===== src/rtl/gmm_dist_mem.sv =====
`timescale 1ns / 1ps
// Cost table, one entry per cell, single write and single registered read.
// Contents are undefined until written. Standalone.
module gmm_dist_mem #(
  parameter int GRID_SIZE = 16,
  parameter int COST_BITS = 10,
  parameter int AW        = $clog2(GRID_SIZE * GRID_SIZE)
) (
  input  logic                 clk_i,
  input  logic                 rd_en_i,
  input  logic [AW-1:0]        rd_addr_i,
  output logic [COST_BITS-1:0] rd_data_o,
  input  logic                 wr_en_i,
  input  logic [AW-1:0]        wr_addr_i,
  input  logic [COST_BITS-1:0] wr_data_i
);

  logic [COST_BITS-1:0] mem [GRID_SIZE * GRID_SIZE];
  logic [COST_BITS-1:0] rd_data_q;

  always_ff @(posedge clk_i) begin
    if (wr_en_i) begin
      mem[wr_addr_i] <= wr_data_i;
    end
    if (rd_en_i) begin
      rd_data_q <= mem[rd_addr_i];
    end
  end

  assign rd_data_o = rd_data_q;

endmodule


===== config.mk =====
export PLATFORM = sky130hd
export DESIGN_NAME = gmm_dist_mem
export DESIGN_NICKNAME = d
export VERILOG_FILES = /design/src/rtl/gmm_dist_mem.sv
export SDC_FILE = /design/constraint.sdc
export NUM_CORES = 2
export LEC_CHECK = 0
export BUFFER_PORTS_ARGS = -buffer_cell sky130_fd_sc_hd__buf_2
export CORE_MARGIN = 2
export CORE_UTILIZATION = 60
export DETAILED_ROUTE_END_ITERATION = 16
export GPL_TIMING_DRIVEN = 1
export PLACE_DENSITY = 0.73
export SYNTH_ARGS = -nofsm -noshare
export SYNTH_HDL_FRONTEND = slang
export SYNTH_SLANG_ARGS = --single-unit

===== constraint.sdc =====
create_clock -name clk_i -period 8 [get_ports clk_i]
set_input_delay 2 -clock clk_i [delete_from_list [all_inputs] [get_ports clk_i]]
set_output_delay 2 -clock clk_i [all_outputs]
set_load 0.01 [all_outputs]

==> metrics.yaml <==
synthesis:
  ys_warn_count: 0
  ys_seq_area_frac: 0.777
  synth_enable_flop_cells: 2570
  synth_most_common_cell: "edfxtp_1"
  ys_types: 52
  synthesis.nets: 4671
  syn_area_sq_mm: 0.0994
  ys_top_cells_by_count: "edfxtp_1 (2,570), mux4_2 (495), nor2_1 (292)"
  yosys-top-cells-area: "edfxtp_1 (78%), mux4_2 (11%), mux2i_1 (2.1%)"
  synth_top_area_cell: "edfxtp_1"
  synth_flop_cell: "edfxtp_1"
  synth_area_per_cell_sq_um: 21.4
  async_flop_share: 0
  synth_seq_cells: 2570
  synth_top_area_share: 0.777
  synthCells: 4642
global_routing:
  grt_remaining_overflow: 0
  grt_pass1_vias: 48300
  grt_pass1_wl_um: 354000
  antenna_found_initial: 15
  track_usage: 0.296
  grt_max_degree: 172
die:
  core_sq_mm: 0.165
  die_w_um: 411
  ioPinCount: 39
  die_h_um: 411
  start_util: 0.604
  design.die.area_sq_mm: 0.169
  rows: 149
critical_path:
  startpoint: "rd_addr_i[2]"
  critPathCapture: "rd_data_o[4]$_DFFE_PP_"
  cp-start-kind: "input pin"
  critical_path.max_fanout: 33
  r2r_slack_ns: 4.81
  path_class: "in2reg"
  worstReg2RegStart: "mem[24][7]$_DFFE_PP_"
  worst-r2r-cell-count: 6
  end_kind: "register"
  reg2reg_to: "rd_data_o[7]$_DFFE_PP_"
  cp.required_ns: 8.56
  crit_arrival_ns: 5.75
clock_tree:
  clock_sinks: 2570
  post_cts_buffers: 0
  postCtsHoldBufs: 0
  cts_inserted_buffers: 240
  h-tree-depth: 4
  cts_resized: 0
  clk_pin_slew_ns: 0.07
  cts_buffer_depth: 3
  clock_latency_ns: 0.86
  root_buffer: "clkbuf_16"
  cts_tree: "yes"
detailed_routing:
  vias: 49700
  drc: 0
  drt-pass1-iter-count: 9
  antenna_left: 0
  wire_per_inst_um: 34.5
  drtIter0Drc: 8103
  drt-vias-per-instance: 6.93
  wl_um: 248000
power_and_ir_drop:
  vdd_drop_max_mv: 0.245
  finalPower_mw: 27.2
  power.density_mw_per_mm2: 248
  leakage_nw: 33.9
sta:
  slew_viol_final: 0
  fin_ws_ns: 2.81
  rsz0062_at_grt: "false"
  setup_tns_ns: 0
  fmax_mhz: 193
  timing.final.crit_share: 0.649
  finalHoldViolations: 0
  skew_ns: 0.0264
  hold_slack_ns: 1.07
  maxSlewHeadroom: 0.0653
  tightest_slew_ns: 1.40
  final.min_clock_period_ns: 5.19
  setup_viol: 0
layout:
  instances_no_fill: 7172
  fin_nets: 4803
  drive_above_1_share: 0.204
  final_core_util: 0.665
  final-seq-area_sq_mm: 0.0772
  fillCellCount: 10200
  multiInputGateArea_sq_mm: 0.0204
  area_delta_synth_final_pct: 10.1
  final_cell_area_sq_mm: 0.109
min_path:
  min_path_type: "reg2reg"
placement:
  dp_hpwl_um: 150000
  gp_congestion: 0.893
  io_buffer_count: 38
  dp.cells: 6721
  dpl_cell_area_sq_mm: 0.102
  pre_cts_slack_ns: 2.00
outcome:
  run_status: "completed"
run:
  drv_cap: 0
-- routing by layer --
| layer | GRT usage | part of all wire |
|---|---|---|
| met5 | 0 | 0.00024 |
| met1 | 0.431 | 0.38 |
| met2 | 0.443 | 0.46 |
| met3 | 0.0726 | 0.12 |
| met4 | 0.111 | 0.040 |
-- where the power goes --
part           internal [mW]  switching [mW]  total [mW]
registers               14.9          0.0236        14.9
logic                  0.423           0.900        1.32
clock network           6.11            4.87        11.0
-- cell families after synthesis --
family | after synthesis | synth area share
buf+inv | 287 | 0.0188
compound gates | 525 | 0.0370
flops | 2570 | 0.777
simple gates | 514 | 0.0232
mux | 746 | 0.144
-- cell usage in the layout, fill, tap and decap left out, types with 46 or more instances in the layout --
cell          n
mux2i_1     210
nand2_1      46
mux4_2      495
clkbuf_16   242
o22ai_1      57
a22oi_1     191
nor2_1      290
clkinv_1     61
edfxtp_1   2570
clkbuf_1     61
buf_4       122
a21oi_1     113
-- critical path, cell delays in order --
cell and delay, ns:
buf_4 0.48, buf_4 0.38, nand2_2 0.47, buf_4 0.45
o22ai_1 0.25, a31oi_1 0.16, o21a_1 0.29, nor4_1 1.10
nor3_1 0.10
-- sequential cells by signal, indices dropped and copies added, names as in the netlist --
register,cells
mem,2560
rd_data_o,10
-- final cells by class --
type,count,share of cell area
Antenna cell,9,0.000206
Clock inverter,139,0.0116
Multi-Input combinational cell,1785,0.186
Clock buffer,303,0.0575
Inverter,3,0.000103
Tap cell,2189,0.0250
Sequential cell,2570,0.705
Timing Repair Buffer,174,0.0138
-- worst min path at each step --
| stage | start | end | slack [ns] | cells past startpoint |
|---|---|---|---|---|
| final | mem[211][7]$_DFFE_PP_ | rd_data_o[7]$_DFFE_PP_ | 1.07 | 6 |
| after global routing | mem[211][5]$_DFFE_PP_ | rd_data_o[5]$_DFFE_PP_ | 1.17 | 6 |
| after CTS | mem[210][7]$_DFFE_PP_ | rd_data_o[7]$_DFFE_PP_ | 1.06 | 6 |
| after detailed placement | mem[211][5]$_DFFE_PP_ | rd_data_o[5]$_DFFE_PP_ | 1.03 | 6 |
| after global placement | mem[210][5]$_DFFE_PP_ | rd_data_o[5]$_DFFE_PP_ | 1.05 | 6 |
| after floorplan | mem[203][5]$_DFFE_PP_ | rd_data_o[5]$_DFFE_PP_ | 0.87 | 6 |
Note: power is estimated with default switching activity, not from simulation.
