[config.mk]
export PLATFORM = sky130hd
export DESIGN_NAME = gmm_wall_mem
export DESIGN_NICKNAME = d
export VERILOG_FILES = /design/src/rtl/gmm_pkg.sv /design/src/rtl/gmm_wall_mem.sv
export SDC_FILE = /design/constraint.sdc
export NUM_CORES = 1
export LEC_CHECK = 0
export ABC_AREA = 1
export CORE_ASPECT_RATIO = 1.25
export CORE_MARGIN = 2
export CORE_UTILIZATION = 60
export DETAILED_ROUTE_END_ITERATION = 12
export DONT_BUFFER_PORTS = 1
export PLACE_DENSITY_LB_ADDON = 0.25
export REMOVE_ABC_BUFFERS = 1
export SLEW_MARGIN = 40
export SYNTH_ARGS = -nofsm -noshare
export SYNTH_HDL_FRONTEND = slang
export SYNTH_SLANG_ARGS = --single-unit
[constraint.sdc]
create_clock -name clk_i -period 2.7 [get_ports clk_i]
set_input_delay 0.27 -clock clk_i [delete_from_list [all_inputs] [get_ports clk_i]]
set_output_delay 0.27 -clock clk_i [all_outputs]
set_load 0.02 [all_outputs]
[src/rtl/gmm_pkg.sv]
`timescale 1ns / 1ps
// Shared types and codes for the grid maze mapper and navigator.
// No dependencies; used by every other file of the block except gmm_dist_mem.
package gmm_pkg;

  typedef enum logic [2:0] {
    OP_SENSE  = 3'd0,
    OP_MOVE   = 3'd1,
    OP_ROTATE = 3'd2,
    OP_WRITE  = 3'd3,
    OP_QUERY  = 3'd4,
    OP_CLEAR  = 3'd5
  } op_e;

  localparam logic [1:0] DIR_NORTH = 2'd0;
  localparam logic [1:0] DIR_EAST  = 2'd1;
  localparam logic [1:0] DIR_SOUTH = 2'd2;
  localparam logic [1:0] DIR_WEST  = 2'd3;

  localparam logic [1:0] DIR_LEFT_OFS  = 2'd3;
  localparam logic [1:0] DIR_RIGHT_OFS = 2'd1;
  localparam logic [1:0] DIR_BACK_OFS  = 2'd2;

  localparam int unsigned MAX_COST_BITS  = 10;
  localparam int unsigned MAX_COST_RESET = 255;
  localparam int unsigned WALL_BITS      = 4;
  localparam int unsigned PORT_XY_BITS   = 4;
  localparam int unsigned DV_BITS        = 10;

  typedef struct packed {
    logic in_grid;
    logic less;
  } step_flags_t;

endpackage

[src/rtl/gmm_wall_mem.sv]
`timescale 1ns / 1ps
// Wall map store, one grid row per entry, with a valid flag per row.
// A row never written since reset or clear reads as all zero. Uses gmm_pkg.
module gmm_wall_mem #(
  parameter int GRID_SIZE = 16,
  parameter int CW        = $clog2(GRID_SIZE),
  parameter int RW        = GRID_SIZE * gmm_pkg::WALL_BITS
) (
  input  logic          clk_i,
  input  logic          rst_ni,
  input  logic          clr_i,
  input  logic          rd_en_i,
  input  logic [CW-1:0] rd_row_i,
  output logic [RW-1:0] rd_data_o,
  input  logic          wr_en_i,
  input  logic [CW-1:0] wr_row_i,
  input  logic [RW-1:0] wr_data_i
);

  logic [RW-1:0]        mem [GRID_SIZE];
  logic [GRID_SIZE-1:0] row_vld_q;
  logic [RW-1:0]        rd_data_q;
  logic                 rd_vld_q;

  always_ff @(posedge clk_i) begin
    if (wr_en_i) begin
      mem[wr_row_i] <= wr_data_i;
    end
    if (rd_en_i) begin
      rd_data_q <= mem[rd_row_i];
    end
  end

  always_ff @(posedge clk_i or negedge rst_ni) begin
    if (!rst_ni) begin
      row_vld_q <= '0;
      rd_vld_q  <= 1'b0;
    end else begin
      if (rd_en_i) begin
        rd_vld_q <= row_vld_q[rd_row_i];
      end
      if (clr_i) begin
        row_vld_q <= '0;
      end else if (wr_en_i) begin
        row_vld_q[wr_row_i] <= 1'b1;
      end
    end
  end

  assign rd_data_o = rd_vld_q ? rd_data_q : '0;

endmodule

==> flow_metrics.py <==
metrics = {
    "cts": {
        "cts.reportedPaths.clkPinSlew_ns": 0.06,
        "clockBufferDepth": 3,
        "worstSkewPairLatency_ns": 0.65,
        "root_driver": "clkbuf_16",
        "clkSinkCount": 1105,
        "cts_inserted_buffers": 99,
        "clock_h_tree_levels": 3,
        "tritoncts_clock_tree": "yes",
    },
    "placement": {
        "sum_of_net_half_perimeters_after_detailed_placement_um": 46760,
        "place.port_buffers": 0,
        "placement.cell_area_um2": 44410,
        "place_congestion": 0.7729,
        "placed_cells": 4068,
    },
    "global_route": {
        "grt_first_pass_wirelength_um": 154300,
        "global_route_congestion_overflow_total": 0,
        "grt_start_max_net_pins": 522,
        "number_of_global_route_vias_before_repair": 26059,
        "grt_antenna_before_repair": 8,
        "overall_track_demand_over_capacity_in_global_routing_pct": 27.40,
    },
    "layout": {
        "synthToLayoutAreaGrowth_pct": 11.30,
        "final_net_count": 3364,
        "design_area_um2": 48310,
        "finish.cell_count_without_fillers": 4319,
        "drive_above_1_share_pct": 6.391,
        "final_util_pct": 67.24,
    },
    "route": {
        "drtIter0Drc": 3347,
        "detailed_routing_iterations_pass_1": 6,
        "ant_nets": 0,
        "met3RoutedLength_um": 8513,
        "drc": 0,
        "wl_per_cell_um": 23.61,
        "vias": 26635,
        "finalWirelength_um": 102000,
        "route.layer.met1.wl_um": 40700,
        "routed.top_layer": "met5",
        "avgViaCountPerCell": 6.167,
        "met2_wire_length_um": 49770,
    },
    "synth": {
        "top_cells_by_area_synth": "edfxtp_1 75%, nor2_1 7.0%, o211ai_1 4.4%",
        "netlist.top_cell.by_area": "edfxtp_1",
        "netlist-cell-type-count": 18,
        "synthDominantCellAreaShare_pct": 75.28,
        "netlist_area_um2": 43400,
        "synth-seq-area-share_pct": 76.26,
        "synthesis.yosys.warnings": 0,
        "synthesis.area_per_instance_um2": 13.20,
        "post_synth_inst_count": 3287,
        "yosys_register_bits": 1105,
    },
    "pwr": {
        "power.share.switching_pct": 20.84,
        "peakVddDrop_v": 0.0005344,
        "powerDensity_nw_per_um2": 722.3,
        "netSwitchingPower_uw": 7272,
        "p_leak_uw": 0.01595,
        "power.share.combinational_pct": 5.2,
        "pwr-share-seq_pct": 55.7,
        "internal-power_uw": 27620,
        "share_clk_of_total_power_pct": 39.1,
    },
    "timing": {
        "max-slew-margin-rel_pct": -24.63,
        "timing_worst_slew_pin_value_ns": 1.869,
        "timing.clock.skew_ns": 0.01299,
        "fmax_ghz": 0.3680,
        "timing.final.max_slew_violations": 470,
        "finalHoldViolCount": 0,
        "setup_repair_after_global_routing_missed_its_margin": "false",
        "finalCritPeriodShare_pct": 100.6,
        "hold-worst-slack_ns": 0.06382,
        "setup_viols_final": 2,
        "final_critical_path_setup_slack_ns": -0.01709,
        "period_minus_slack_ns": 2.717,
    },
    "min_path": {
        "holdCritPathClass": "in2async",
    },
    "floorplanning": {
        "fp.dieArea_um2": 74510,
        "placement_rows": 110,
        "y_dimension_of_the_die_um": 304.7,
        "die_width_um": 244.6,
        "coreArea_um2": 71840,
        "count_of_pins_on_the_block_boundary": 141,
        "starting_density_pct": 60.41,
    },
    "setup_path": {
        "crit_path_frequent_cell": "nor2_1",
        "path_delay_family": "buffers and inverters",
        "required_ns": 3.22,
        "timing_worst_setup_path_type": "in2reg",
        "critical-path-slowest-cell": "inv_16",
        "timing.critical_path.arrival_ns": 3.24,
        "r2r_start": "mem[5][31]",
        "crit_path_end_kind": "flop",
        "timing.critical_path.from": "rd_row_i[0]",
        "critPathLaunchType": "input port",
        "timing.critical_path.buf_inv": 2,
        "critical_path.max_stage_delay_ns": 0.95,
        "timing.critical_path.cells": "inv_16 > buf_4 > nor2_1 > nor2_1 > o21ai_0 > o211ai_1 > nand3_1 > nand2_1",
        "critPathMaxFanout": 521,
    },
    "job": {
        "max_cap_viols": 0,
    },
    "outcome": {
        "violations": "slew limit, setup timing",
        "status": "finished, violations left",
    },
}
[cell usage in the layout (no fill, tap or decap), types with 20 or more instances in the layout]
master	netlist	layout
inv_1	76	74
edfxtp_1	1088	1088
o211ai_1	256	256
nand3_1	142	142
clkbuf_16	0	103
clkinv_2	0	20
nor2_1	814	798
o21ai_0	324	324
buf_12	2	35
nand2_1	154	154
clkinv_1	0	29
dlygate4sd3_1	0	66
o21ai_1	188	188
[through the flow]
stage          setup slack, ns  setup TNS [ns]  total power [uW]
3_5_place_dp            0.6676               0             21230
2_1_floorplan           -1.069        -1075.02             20750
3_3_place_gp            0.6618               0             21170
4_1_cts                 0.2508               0             35030
6_report              -0.01709        -0.02844             34890
5_1_grt                 0.2442               0             35880
[worst paths after layout]
kind | end | slack (ns) | cells after the start
worst max-delay path | rd_data_q[46] | -0.02 | 8
worst min-delay path | row_vld_q[6] | 0.06 | 2
worst max register to register | rd_data_q[31] | 1.33 | 6
worst min register to register | row_vld_q[10] | 0.50 | 2
max in group asynchronous | rd_vld_q | 2.32 | 2
min in group clk_i | rd_data_q[52] | 0.08 | 3
[power groups by stage]
stage	Clock (uW)	Combinational [uW]	Sequential, uW
6_report	13700	1800	19400
2_1_floorplan	0	995	19800
3_3_place_gp	0	1380	19800
3_5_place_dp	0	1430	19800
4_1_cts	13800	1800	19400
5_1_grt	14400	1980	19500
[cells in the mapped netlist (all sizes together)]
cell,instances
buf,113
clkbuf,110
dfrtp,17
edfxtp,1088
inv,77
nand2,154
nand3,142
nor2,814
nor3,2
o211ai,256
o21ai,512
o21ba,2
[state kept, by name (all words and copies together), names as in the netlist]
name	cells
mem	1024
rd_data_q	64
row_vld_q	16
rd_vld_q	1
[kinds of logic (layout without fill, tap and decap cells)]
logic type,Yosys count,count (layout),share of synthesized area [%]
other,0,3,0
DFF,1105,1105,76.26
AOI/OAI and AO/OA,770,770,10.38
buffers and inverters,300,377,3.330
and+or+nand+nor,1112,1112,10.03
[per-layer routing]
layer	up-vias	track usage, %
met5	-	0
met1	13137	38.22
met3	212	4.447
met2	1307	44.44
li1	11969	-
met4	10	9.373
[area by class of cell]
| class | instances | area (um2) |
|---|---|---|
| Multi-Input combinational cell | 1882 | 8979 |
| Inverter | 77 | 309.0 |
| Clock buffer | 115 | 2623 |
| Tap cell | 952 | 1191 |
| Clock inverter | 63 | 520.5 |
| Sequential cell | 1105 | 33100 |
| Timing Repair Buffer | 122 | 1577 |
| Fill cell | 4846 | 23540 |
| Antenna cell | 3 | 7.507 |
[repair_timing]
item                      4_1_cts  5_1_grt
gates resized for setup         0        0
hold endpoints to repair     1186       17
setup buffers                   0        0
hold buffers                   69        1
(Power assumes the default switching activity.)
