### src/rtl/gmm_pkg.sv
`timescale 1ns / 1ps
// Shared types and codes for the grid maze mapper and navigator.
// No dependencies; used by every other file of the block except gmm_dist_mem.
package gmm_pkg;

  typedef enum logic [2:0] {
    OP_SENSE  = 3'd0,
    OP_MOVE   = 3'd1,
    OP_ROTATE = 3'd2,
    OP_WRITE  = 3'd3,
    OP_QUERY  = 3'd4,
    OP_CLEAR  = 3'd5
  } op_e;

  localparam logic [1:0] DIR_NORTH = 2'd0;
  localparam logic [1:0] DIR_EAST  = 2'd1;
  localparam logic [1:0] DIR_SOUTH = 2'd2;
  localparam logic [1:0] DIR_WEST  = 2'd3;

  localparam logic [1:0] DIR_LEFT_OFS  = 2'd3;
  localparam logic [1:0] DIR_RIGHT_OFS = 2'd1;
  localparam logic [1:0] DIR_BACK_OFS  = 2'd2;

  localparam int unsigned MAX_COST_BITS  = 10;
  localparam int unsigned MAX_COST_RESET = 255;
  localparam int unsigned WALL_BITS      = 4;
  localparam int unsigned PORT_XY_BITS   = 4;
  localparam int unsigned DV_BITS        = 10;

  typedef struct packed {
    logic in_grid;
    logic less;
  } step_flags_t;

endpackage

### src/rtl/gmm_step_unit.sv
`timescale 1ns / 1ps
// Shared neighbour stepper and cost comparator of the sequencer.
// Depends on gmm_pkg for direction codes and the flag struct.
module gmm_step_unit #(
  parameter int GRID_SIZE = 16,
  parameter int COST_BITS = 10,
  parameter int CW        = $clog2(GRID_SIZE),
  parameter int LW        = ((COST_BITS > 10) ? COST_BITS : 10) + 1
) (
  input  logic [CW-1:0]        x_i,
  input  logic [CW-1:0]        y_i,
  input  logic [1:0]           dir_i,
  input  logic [COST_BITS-1:0] cost_i,
  input  logic [LW-1:0]        lowest_i,
  output logic [CW-1:0]        nx_o,
  output logic [CW-1:0]        ny_o,
  output gmm_pkg::step_flags_t flags_o
);

  localparam logic [CW-1:0] MAX_C = CW'(GRID_SIZE - 1);

  always_comb begin
    nx_o            = x_i;
    ny_o            = y_i;
    flags_o.in_grid = 1'b1;
    case (dir_i)
      gmm_pkg::DIR_NORTH: begin
        if (y_i == MAX_C) flags_o.in_grid = 1'b0;
        else ny_o = y_i + CW'(1);
      end
      gmm_pkg::DIR_EAST: begin
        if (x_i == MAX_C) flags_o.in_grid = 1'b0;
        else nx_o = x_i + CW'(1);
      end
      gmm_pkg::DIR_SOUTH: begin
        if (y_i == '0) flags_o.in_grid = 1'b0;
        else ny_o = y_i - CW'(1);
      end
      default: begin
        if (x_i == '0) flags_o.in_grid = 1'b0;
        else nx_o = x_i - CW'(1);
      end
    endcase
    flags_o.less = (LW'(cost_i) < lowest_i);
  end

endmodule

### config.mk
export PLATFORM = sky130hd
export DESIGN_NAME = gmm_step_unit
export DESIGN_NICKNAME = d
export VERILOG_FILES = /design/src/rtl/gmm_pkg.sv /design/src/rtl/gmm_step_unit.sv
export SDC_FILE = /design/constraint.sdc
export NUM_CORES = 1
export LEC_CHECK = 0
export BUFFER_PORTS_ARGS = -buffer_cell sky130_fd_sc_hd__buf_4
export CAP_MARGIN = 30
export CORE_ASPECT_RATIO = 1.2
export CORE_MARGIN = 1
export CORE_UTILIZATION = 41
export DETAILED_ROUTE_END_ITERATION = 6
export PLACE_DENSITY = 0.93
export SLEW_MARGIN = 30
export SYNTH_ARGS = -nofsm -noshare
export SYNTH_HDL_FRONTEND = slang
export SYNTH_SLANG_ARGS = --single-unit
### constraint.sdc
create_clock -name vclk -period 1.6
set_input_delay 0.24 -clock vclk [all_inputs]
set_output_delay 0.24 -clock vclk [all_outputs]
set_load 0.03 [all_outputs]
==> metrics.yaml, run 1 <==
sta:
  globalroute.repair_timing.worst_endpoint: "flags_o[1]"
  worstEpCategory: "primary output"
floorplanning:
  top_level_ports: 41
  initial_core_util_pct: 44.68
  placementRows: 15
  chipHeight_um: 45.47
  dieWidth_um: 38.23
placed_design:
  placed_cells: 167
  placement.io_buffers: 41
  hpwl_um: 1833
  place.gp.congestion: 0.7647
run_status:
  status: "aborted with a tool error"
  run.stop_error: "[ERROR DPL-0033] detailed placement checks failed during check placement."
  lastStage: "global routing (5_1_grt)"
logic_synthesis:
  synth_seq_area_share_pct: 0
  postSynthCellCount: 97
  post_synth_instance_area_um2: 645.6
  synth_top_cells_by_area: "ha_1 (25%), inv_1 (9.9%), a21oi_1 (9.3%)"
  synth.net_count: 141
  synthDistinctLibCells: 37
  yosys_warnings: 0
  yosysTopAreaCell: "ha_1"
  syn_avg_cell_area_um2: 6.656
  post-synth-top-area-fraction_pct: 25.19
grt:
  grt_max_degree: 12
  antenna_found_initial: 0
clock_tree:
  postCtsHoldBufs: 0
stage by stage:
step	setup TNS, ps	area [um2]	utilization, %	hold slack (ps)	worst slack (ps)
4_1_cts	-431.6	1310	90.65	838.6	-197.3
3_5_place_dp	-1295	1109	76.71	838.8	-263.5
3_3_place_gp	-923.0	1109	76.71	839.0	-224.3
2_1_floorplan	-276.7	679.4	-	623.1	-97.85
logic make-up after synthesis:
kind of cell,after synthesis,share of synthesized area [%]
AOI/OAI and AO/OA,35,35.86
muxes,1,1.550
xor gates and xnor gates,2,2.714
and+or+nand+nor,24,20.54
adders and majority gates,13,25.19
buffers and inverters,22,14.15
cells in the mapped netlist, drive strengths merged, types with 2 or more instances:
cell type and n:
nor4 2, o22a 2, buf 2, nor2 3, o21ai 7, nand3 4
xnor2 2, clkbuf 3, ha 13, inv 17, nand2 6, o31ai 2
a21oi 12
what timing repair did:
item | in CTS
setup endpoints to repair | 9
pin swaps | 9
resized for setup | 36
setup buffers | 6
==> run 2, diff against run 1 <==
Settings changed: CORE_AREA set to 2 2 63 65, CORE_ASPECT_RATIO 1.2 to unset, CORE_MARGIN 1 to unset, CORE_UTILIZATION 41 to unset, DIE_AREA set to 0 0 65 67, PLACE_DENSITY 0.93 to unset, PLACE_DENSITY_LB_ADDON set to 0.15.
Clock period 1.6 ns to 2.1 ns, I/O delays scaled along.
==> run 2 against run 1 <==
  * The run now ends clean
  * Area after synthesis is the same
  * Synthesized cell count unchanged
==> metrics.yaml, run 2 <==
run_status:
  status: "finished, final reports clean"  # was aborted with a tool error
floorplanning:
  placementRows: 22  # was 15
  core-area_um2: 3606
  dieWidth_um: 65  # was 38.23 um
  die_area_um2: 4355
  chipHeight_um: 67  # was 45.47 um
  initial_core_util_pct: 17.90  # was 44.68%
  top_level_ports: 41  # unchanged
logic_synthesis:
  synth_top_cells_by_count: "inv_1 (17), ha_1 (13), a21oi_1 (12)"  # unchanged
  synthDistinctLibCells: 37  # unchanged
  syn_avg_cell_area_um2: 6.656  # unchanged
  post_synth_instance_area_um2: 645.6  # unchanged
  yosys_warnings: 0  # unchanged
  postSynthCellCount: 97  # unchanged
  yosysTopAreaCell: "ha_1"  # unchanged
  synth.net_count: 141  # unchanged
  synth_top_cells_by_area: "ha_1 (25%), inv_1 (9.9%), a21oi_1 (9.3%)"  # unchanged
  synth_seq_area_share_pct: 0  # unchanged
  yosysMostFrequentCell: "inv_1"  # unchanged
  post-synth-top-area-fraction_pct: 25.19  # unchanged
critical_path:
  cpMostUsedCell: "buf_4"
  timing.critical_path.from_type: "input pin"
  timing.critical_path.cells: "buf_4 -> inv_1 -> ha_1 -> or3b_4 -> o211a_1 -> or2_1 -> buf_4"
  critical_path_required_ps: 1780
  crit_path_max_incr_delay_ps: 390
  worst-setup-path-type: "input pin to primary output"
  worst_ep_arrival_time_ps: 1700
  timing.critical_path.slowest_stage_cell: "or3b_4"
  cp_max_fo: 4
  setup.worst_path.end_class: "primary output"
run:
  maximum_capacitance_violations: 0
sta:
  slew_at_the_pin_closest_to_its_max_slew_limit_ps: 349.0
  min_period_over_period_pct: 95.85
  fin_setup_tns_ps: 0
  final-max-slew-violation-count: 0
  clock.fmax_mhz: 496.8
  finalHoldViolCount: 0
  final-setup-viol-count: 0
  rsz0062_at_grt: "false"
  hold-worst-slack_ps: 997.6
  maxSlewHeadroom_pct: 76.43
  min_period_ps: 2013
routing:
  post-route-drc-count: 0
  drt_first_pass_iters: 4
  via_per_inst: 4.462
  detail_route.wl_per_cell_um: 10.12
  via_count: 812
  drt-initial-drc-count: 13
  drt.antenna.violating_nets: 0
  total_routed_wirelength_um: 1841
clock_tree:
  post_cts_resize_count: 0  # was 36
  post_cts.repair.setup_buffers: 0  # was 6
  postCtsHoldBufs: 0  # unchanged
grt:
  groute.usage.overall_pct: 8.665
  antenna_found_initial: 0
  grt_first_pass_wirelength_um: 3208
  grt.overflow.total: 0
  grt_max_degree: 15
  first_global_vias: 797
final_layout:
  nFillCells: 405
  seq_cells: 0
  antennaDiodeCount: 0
  p_r_area_growth_vs_syn_pct: 53.88
  final_layout_size_suffix_gt1_share_pct: 33.58
  multi_input_gate_area_in_the_final_layout_um2: 554.3
  layout_clock_buffer_count: 0
  nets: 180
  regArea_um2: 0
  final_cell_mix: "buf_4 (42), inv_1 (17), ha_1 (13), a21oi_1 (12), o21ai_0 (7)"
  post-route-util_pct: 27.55
  most_frequent_standard_cell_in_the_layout_excluding_fill_and_tap_cells: "buf_4"
placed_design:
  hpwl_um: 1572  # was 1833 um
  placement.io_buffers: 41  # unchanged
  place.gp.congestion: 0.7037  # was 0.7647
power_and_ir_drop:
  design_power_total_uw: 237.6
  p_per_area_nw_per_um2: 239.2
  leakage_uw: 0.0005117
  max-vdd-ir-drop_mv: 0.1126
hold_path:
  hold_class: "input pin to primary output"
  timing.hold.worst_path_depth: 3
-- run 2: cell counts after synthesis --
No cell type changed its count.
-- run 2: power by group --
group          internal, uW  switching, uW
clock network             0              0
registers                 0              0
logic                   112            126
total                   112            126
-- run 2: final cells by class --
| type | count | area share, % |
|---|---|---|
| Tap cell | 48 | 6.045 |
| Multi-Input combinational cell | 75 | 55.79 |
| Timing Repair Buffer | 42 | 31.74 |
| Inverter | 17 | 6.423 |
-- run 2: cell families (layout without fill, tap and decap cells) --
group,count (synthesis),in the layout,share of synthesized area (%)
fa+ha+maj,13,13,25.19
xor+xnor,2,2,2.714
compound gates,35,35,35.86
mux,1,1,1.550
buf+inv,22,59,14.15
simple gates,24,24,20.54
-- run 2: layer usage --
layer | GRT usage [%] | vias to the layer above | share of wire (%)
li1 | - | 429 | -
met1 | 11.00 | 362 | 46
met2 | 16.88 | 21 | 49
met3 | 0.5068 | 0 | 5.2
met4 | 0 | 0 | 0
met5 | 0 | - | 0
-- run 2: metrics by stage --
stage,setup WS (ps),instance area (um2),instances
6_report,87.21,993.5,182
4_1_cts,73.29,993.5,182
3_3_place_gp,95.26,993.5,182
3_5_place_dp,83.16,993.5,182
2_1_floorplan,63.78,645.6,97
5_1_grt,2.135,993.5,182
-- run 2: critical path: cells and delay by family --
family                     cells  cell delay [ps]
AOI/OAI and AO/OA              1              240
adders and majority gates      1              170
buffers and inverters          3              380
and+or+nand+nor                2              600
-- run 2: final timing paths --
path | slack (ps) | from | to
setup / recovery | 90 | y_i[0] | flags_o[1]
hold / removal | 1000 | lowest_i[10] | flags_o[0]
No activity file was read; power rests on OpenSTA's default activity.
==> run 3, diff against run 2 <==
Settings changed: PLACE_DENSITY set to 0.43, PLACE_DENSITY_LB_ADDON 0.15 to unset.
==> run 3 against run 2 <==
  * Via count rose by 3.0%
  * Maximum frequency fell by 0.58%
  * Core utilization did not move
  * Wire length rose by 1.1%
  * Die area did not move
  * Critical path depth did not move
  * Hold slack improved by 2.5 ps
  * Global-route usage fell by 0.39 points
  * First-iteration DRC count rose by 62%
  * Combinational power barely moved
  * Non-clock buffer count did not move
  * Critical endpoint unchanged
  * Highest routed layer unchanged
==> metrics.yaml, run 3 (synthesis gave the netlist of run 2 again) <==
sta:
  final-max-slew-violation-count: 0  # unchanged
  slew_at_the_pin_closest_to_its_max_slew_limit_ps: 336.0  # was 349.0 ps
  min_period_over_period_pct: 96.41  # was 95.85%
  clock.fmax_mhz: 493.9  # was 496.8 MHz
  maxSlewHeadroom_pct: 77.25  # was 76.43%
  rsz0062_at_grt: "false"  # unchanged
  fin_setup_tns_ps: 0  # unchanged
  worst_slack_ps: 75.41  # was 87.21 ps
  final-setup-viol-count: 0  # unchanged
  finalHoldViolCount: 0  # unchanged
  min_period_ps: 2025  # was 2013 ps
  hold-worst-slack_ps: 1000  # was 997.6 ps
grt:
  antenna_found_initial: 0  # unchanged
  grt_first_pass_wirelength_um: 3063  # was 3208 um
  first_global_vias: 730  # was 797
  grt_max_degree: 15  # unchanged
  groute.usage.overall_pct: 8.274  # was 8.665%
  grt.overflow.total: 0  # unchanged
clock_tree:
  postCtsHoldBufs: 0  # unchanged
  post_cts.repair.setup_buffers: 0  # unchanged
  post_cts_resize_count: 0  # unchanged
final_layout:
  nets: 180  # unchanged
  regArea_um2: 0  # unchanged
  layout_clock_buffer_count: 0  # unchanged
  final_cell_mix: "buf_4 (42), inv_1 (17), ha_1 (13), a21oi_1 (12), o21ai_0 (7)"  # unchanged
  seq_cells: 0  # unchanged
  post-route-util_pct: 27.55  # unchanged
  p_r_area_growth_vs_syn_pct: 53.88  # unchanged
  most_frequent_standard_cell_in_the_layout_excluding_fill_and_tap_cells: "buf_4"  # unchanged
  antennaDiodeCount: 0  # unchanged
  fin_area_um2: 993.5  # unchanged
  final_layout_size_suffix_gt1_share_pct: 33.58  # unchanged
routing:
  post-route-drc-count: 0  # unchanged
  drt-initial-drc-count: 21  # was 13
  drt_first_pass_iters: 5  # was 4
  via_count: 836  # was 812
  drt.antenna.violating_nets: 0  # unchanged
  detail_route.wl_per_cell_um: 10.23  # was 10.12 um
  total_routed_wirelength_um: 1862  # was 1841 um
  via_per_inst: 4.593  # was 4.462
hold_path:
  hold_class: "input pin to primary output"  # unchanged
  timing.hold.worst_endpoint: "ny_o[2]"  # was flags_o[0]
  hp-start: "y_i[2]"  # was lowest_i[10]
  timing.hold.worst_path_depth: 3  # unchanged
placed_design:
  place.gp.congestion: 0.7366  # was 0.7037
  hpwl_um: 1617  # was 1572 um
  instance_area_after_placement_um2: 993.5  # unchanged
  placement.io_buffers: 41  # unchanged
  detailedPlace.worstSlack_ps: 77.24  # was 83.16 ps
critical_path:
  timing.critical_path.from_type: "input pin"  # unchanged
  timing.critical_path.slowest_stage_cell: "or3b_4"  # unchanged
  cpMostUsedCell: "buf_4"  # unchanged
  crit_path_max_incr_delay_ps: 390  # about the same
  critical_path_required_ps: 1780  # about the same
  setup.worst_path.end_class: "primary output"  # unchanged
  timing.critical_path.cells: "buf_4 -> inv_1 -> ha_1 -> or3b_4 -> o211a_1 -> or2_1 -> buf_4"  # unchanged
  worst-setup-path-type: "input pin to primary output"  # unchanged
  cp_max_fo: 4  # unchanged
  worst_ep_arrival_time_ps: 1710  # was 1700 ps
floorplanning:
  initial_core_util_pct: 17.90  # unchanged
  dieWidth_um: 65  # unchanged
  top_level_ports: 41  # unchanged
  placementRows: 22  # unchanged
  core-area_um2: 3606  # unchanged
  chipHeight_um: 67  # unchanged
  die_area_um2: 4355  # unchanged
power_and_ir_drop:
  p_per_area_nw_per_um2: 238.3  # was 239.2 nW/um2
  max-vdd-ir-drop_mv: 0.1177  # was 0.1126 mV
  leakage_uw: 0.0005117  # unchanged
run_status:
  status: "finished, final reports clean"  # unchanged
run:
  maximum_capacitance_violations: 0  # unchanged
run 3: cell counts in the layout (fill, tap and decap cells not counted):
Identical to the previous run, type by type.
run 3: area by class of cell:
cell class / instances / area (um2)
Fill cell: 410 / 2613
Multi-Input combinational cell: 75 / 554.3
Timing Repair Buffer: 42 / 315.3
Inverter: 17 / 63.81
Tap cell: 48 / 60.06
run 3: metal layers:
metal,vias to the layer above,part of all wire (%),GRT usage (%)
li1,431,-,-
met1,368,45,11.30
met2,37,46,14.82
met3,0,8.8,0.6757
met4,0,0,0.2660
met5,-,0,0
run 3: through the flow:
step	std cells	power, uW
5_1_grt	182	261.0
3_3_place_gp	182	236.2
3_5_place_dp	182	238.7
6_report	182	236.8
2_1_floorplan	97	140.9
4_1_cts	182	239.7
run 3: how the worst max path moves through the flow:
| stage | from | end | depth (start not counted) |
|---|---|---|---|
| 6_report | y_i[0] | flags_o[1] | 7 |
| 5_1_grt | x_i[0] | flags_o[1] | 8 |
| 4_1_cts | y_i[0] | flags_o[1] | 7 |
| 3_5_place_dp | y_i[0] | flags_o[1] | 7 |
| 3_3_place_gp | y_i[0] | flags_o[1] | 7 |
| 2_1_floorplan | y_i[0] | ny_o[2] | 4 |
run 3: report_power, final:
group          internal [uW]  leakage [uW]  switching (uW)
Combinational            112      0.000512             125
Clock                      0             0               0
Sequential                 0             0               0
Total                    112      0.000512             125
run 3: worst max-delay path, delay by kind of cell:
family / cells / cell delay, ps
AND/OR/NAND/NOR: 2 / 610
buffers and inverters: 3 / 380
AO/OA/AOI/OAI: 1 / 240
adder cells (fa/ha/maj): 1 / 160
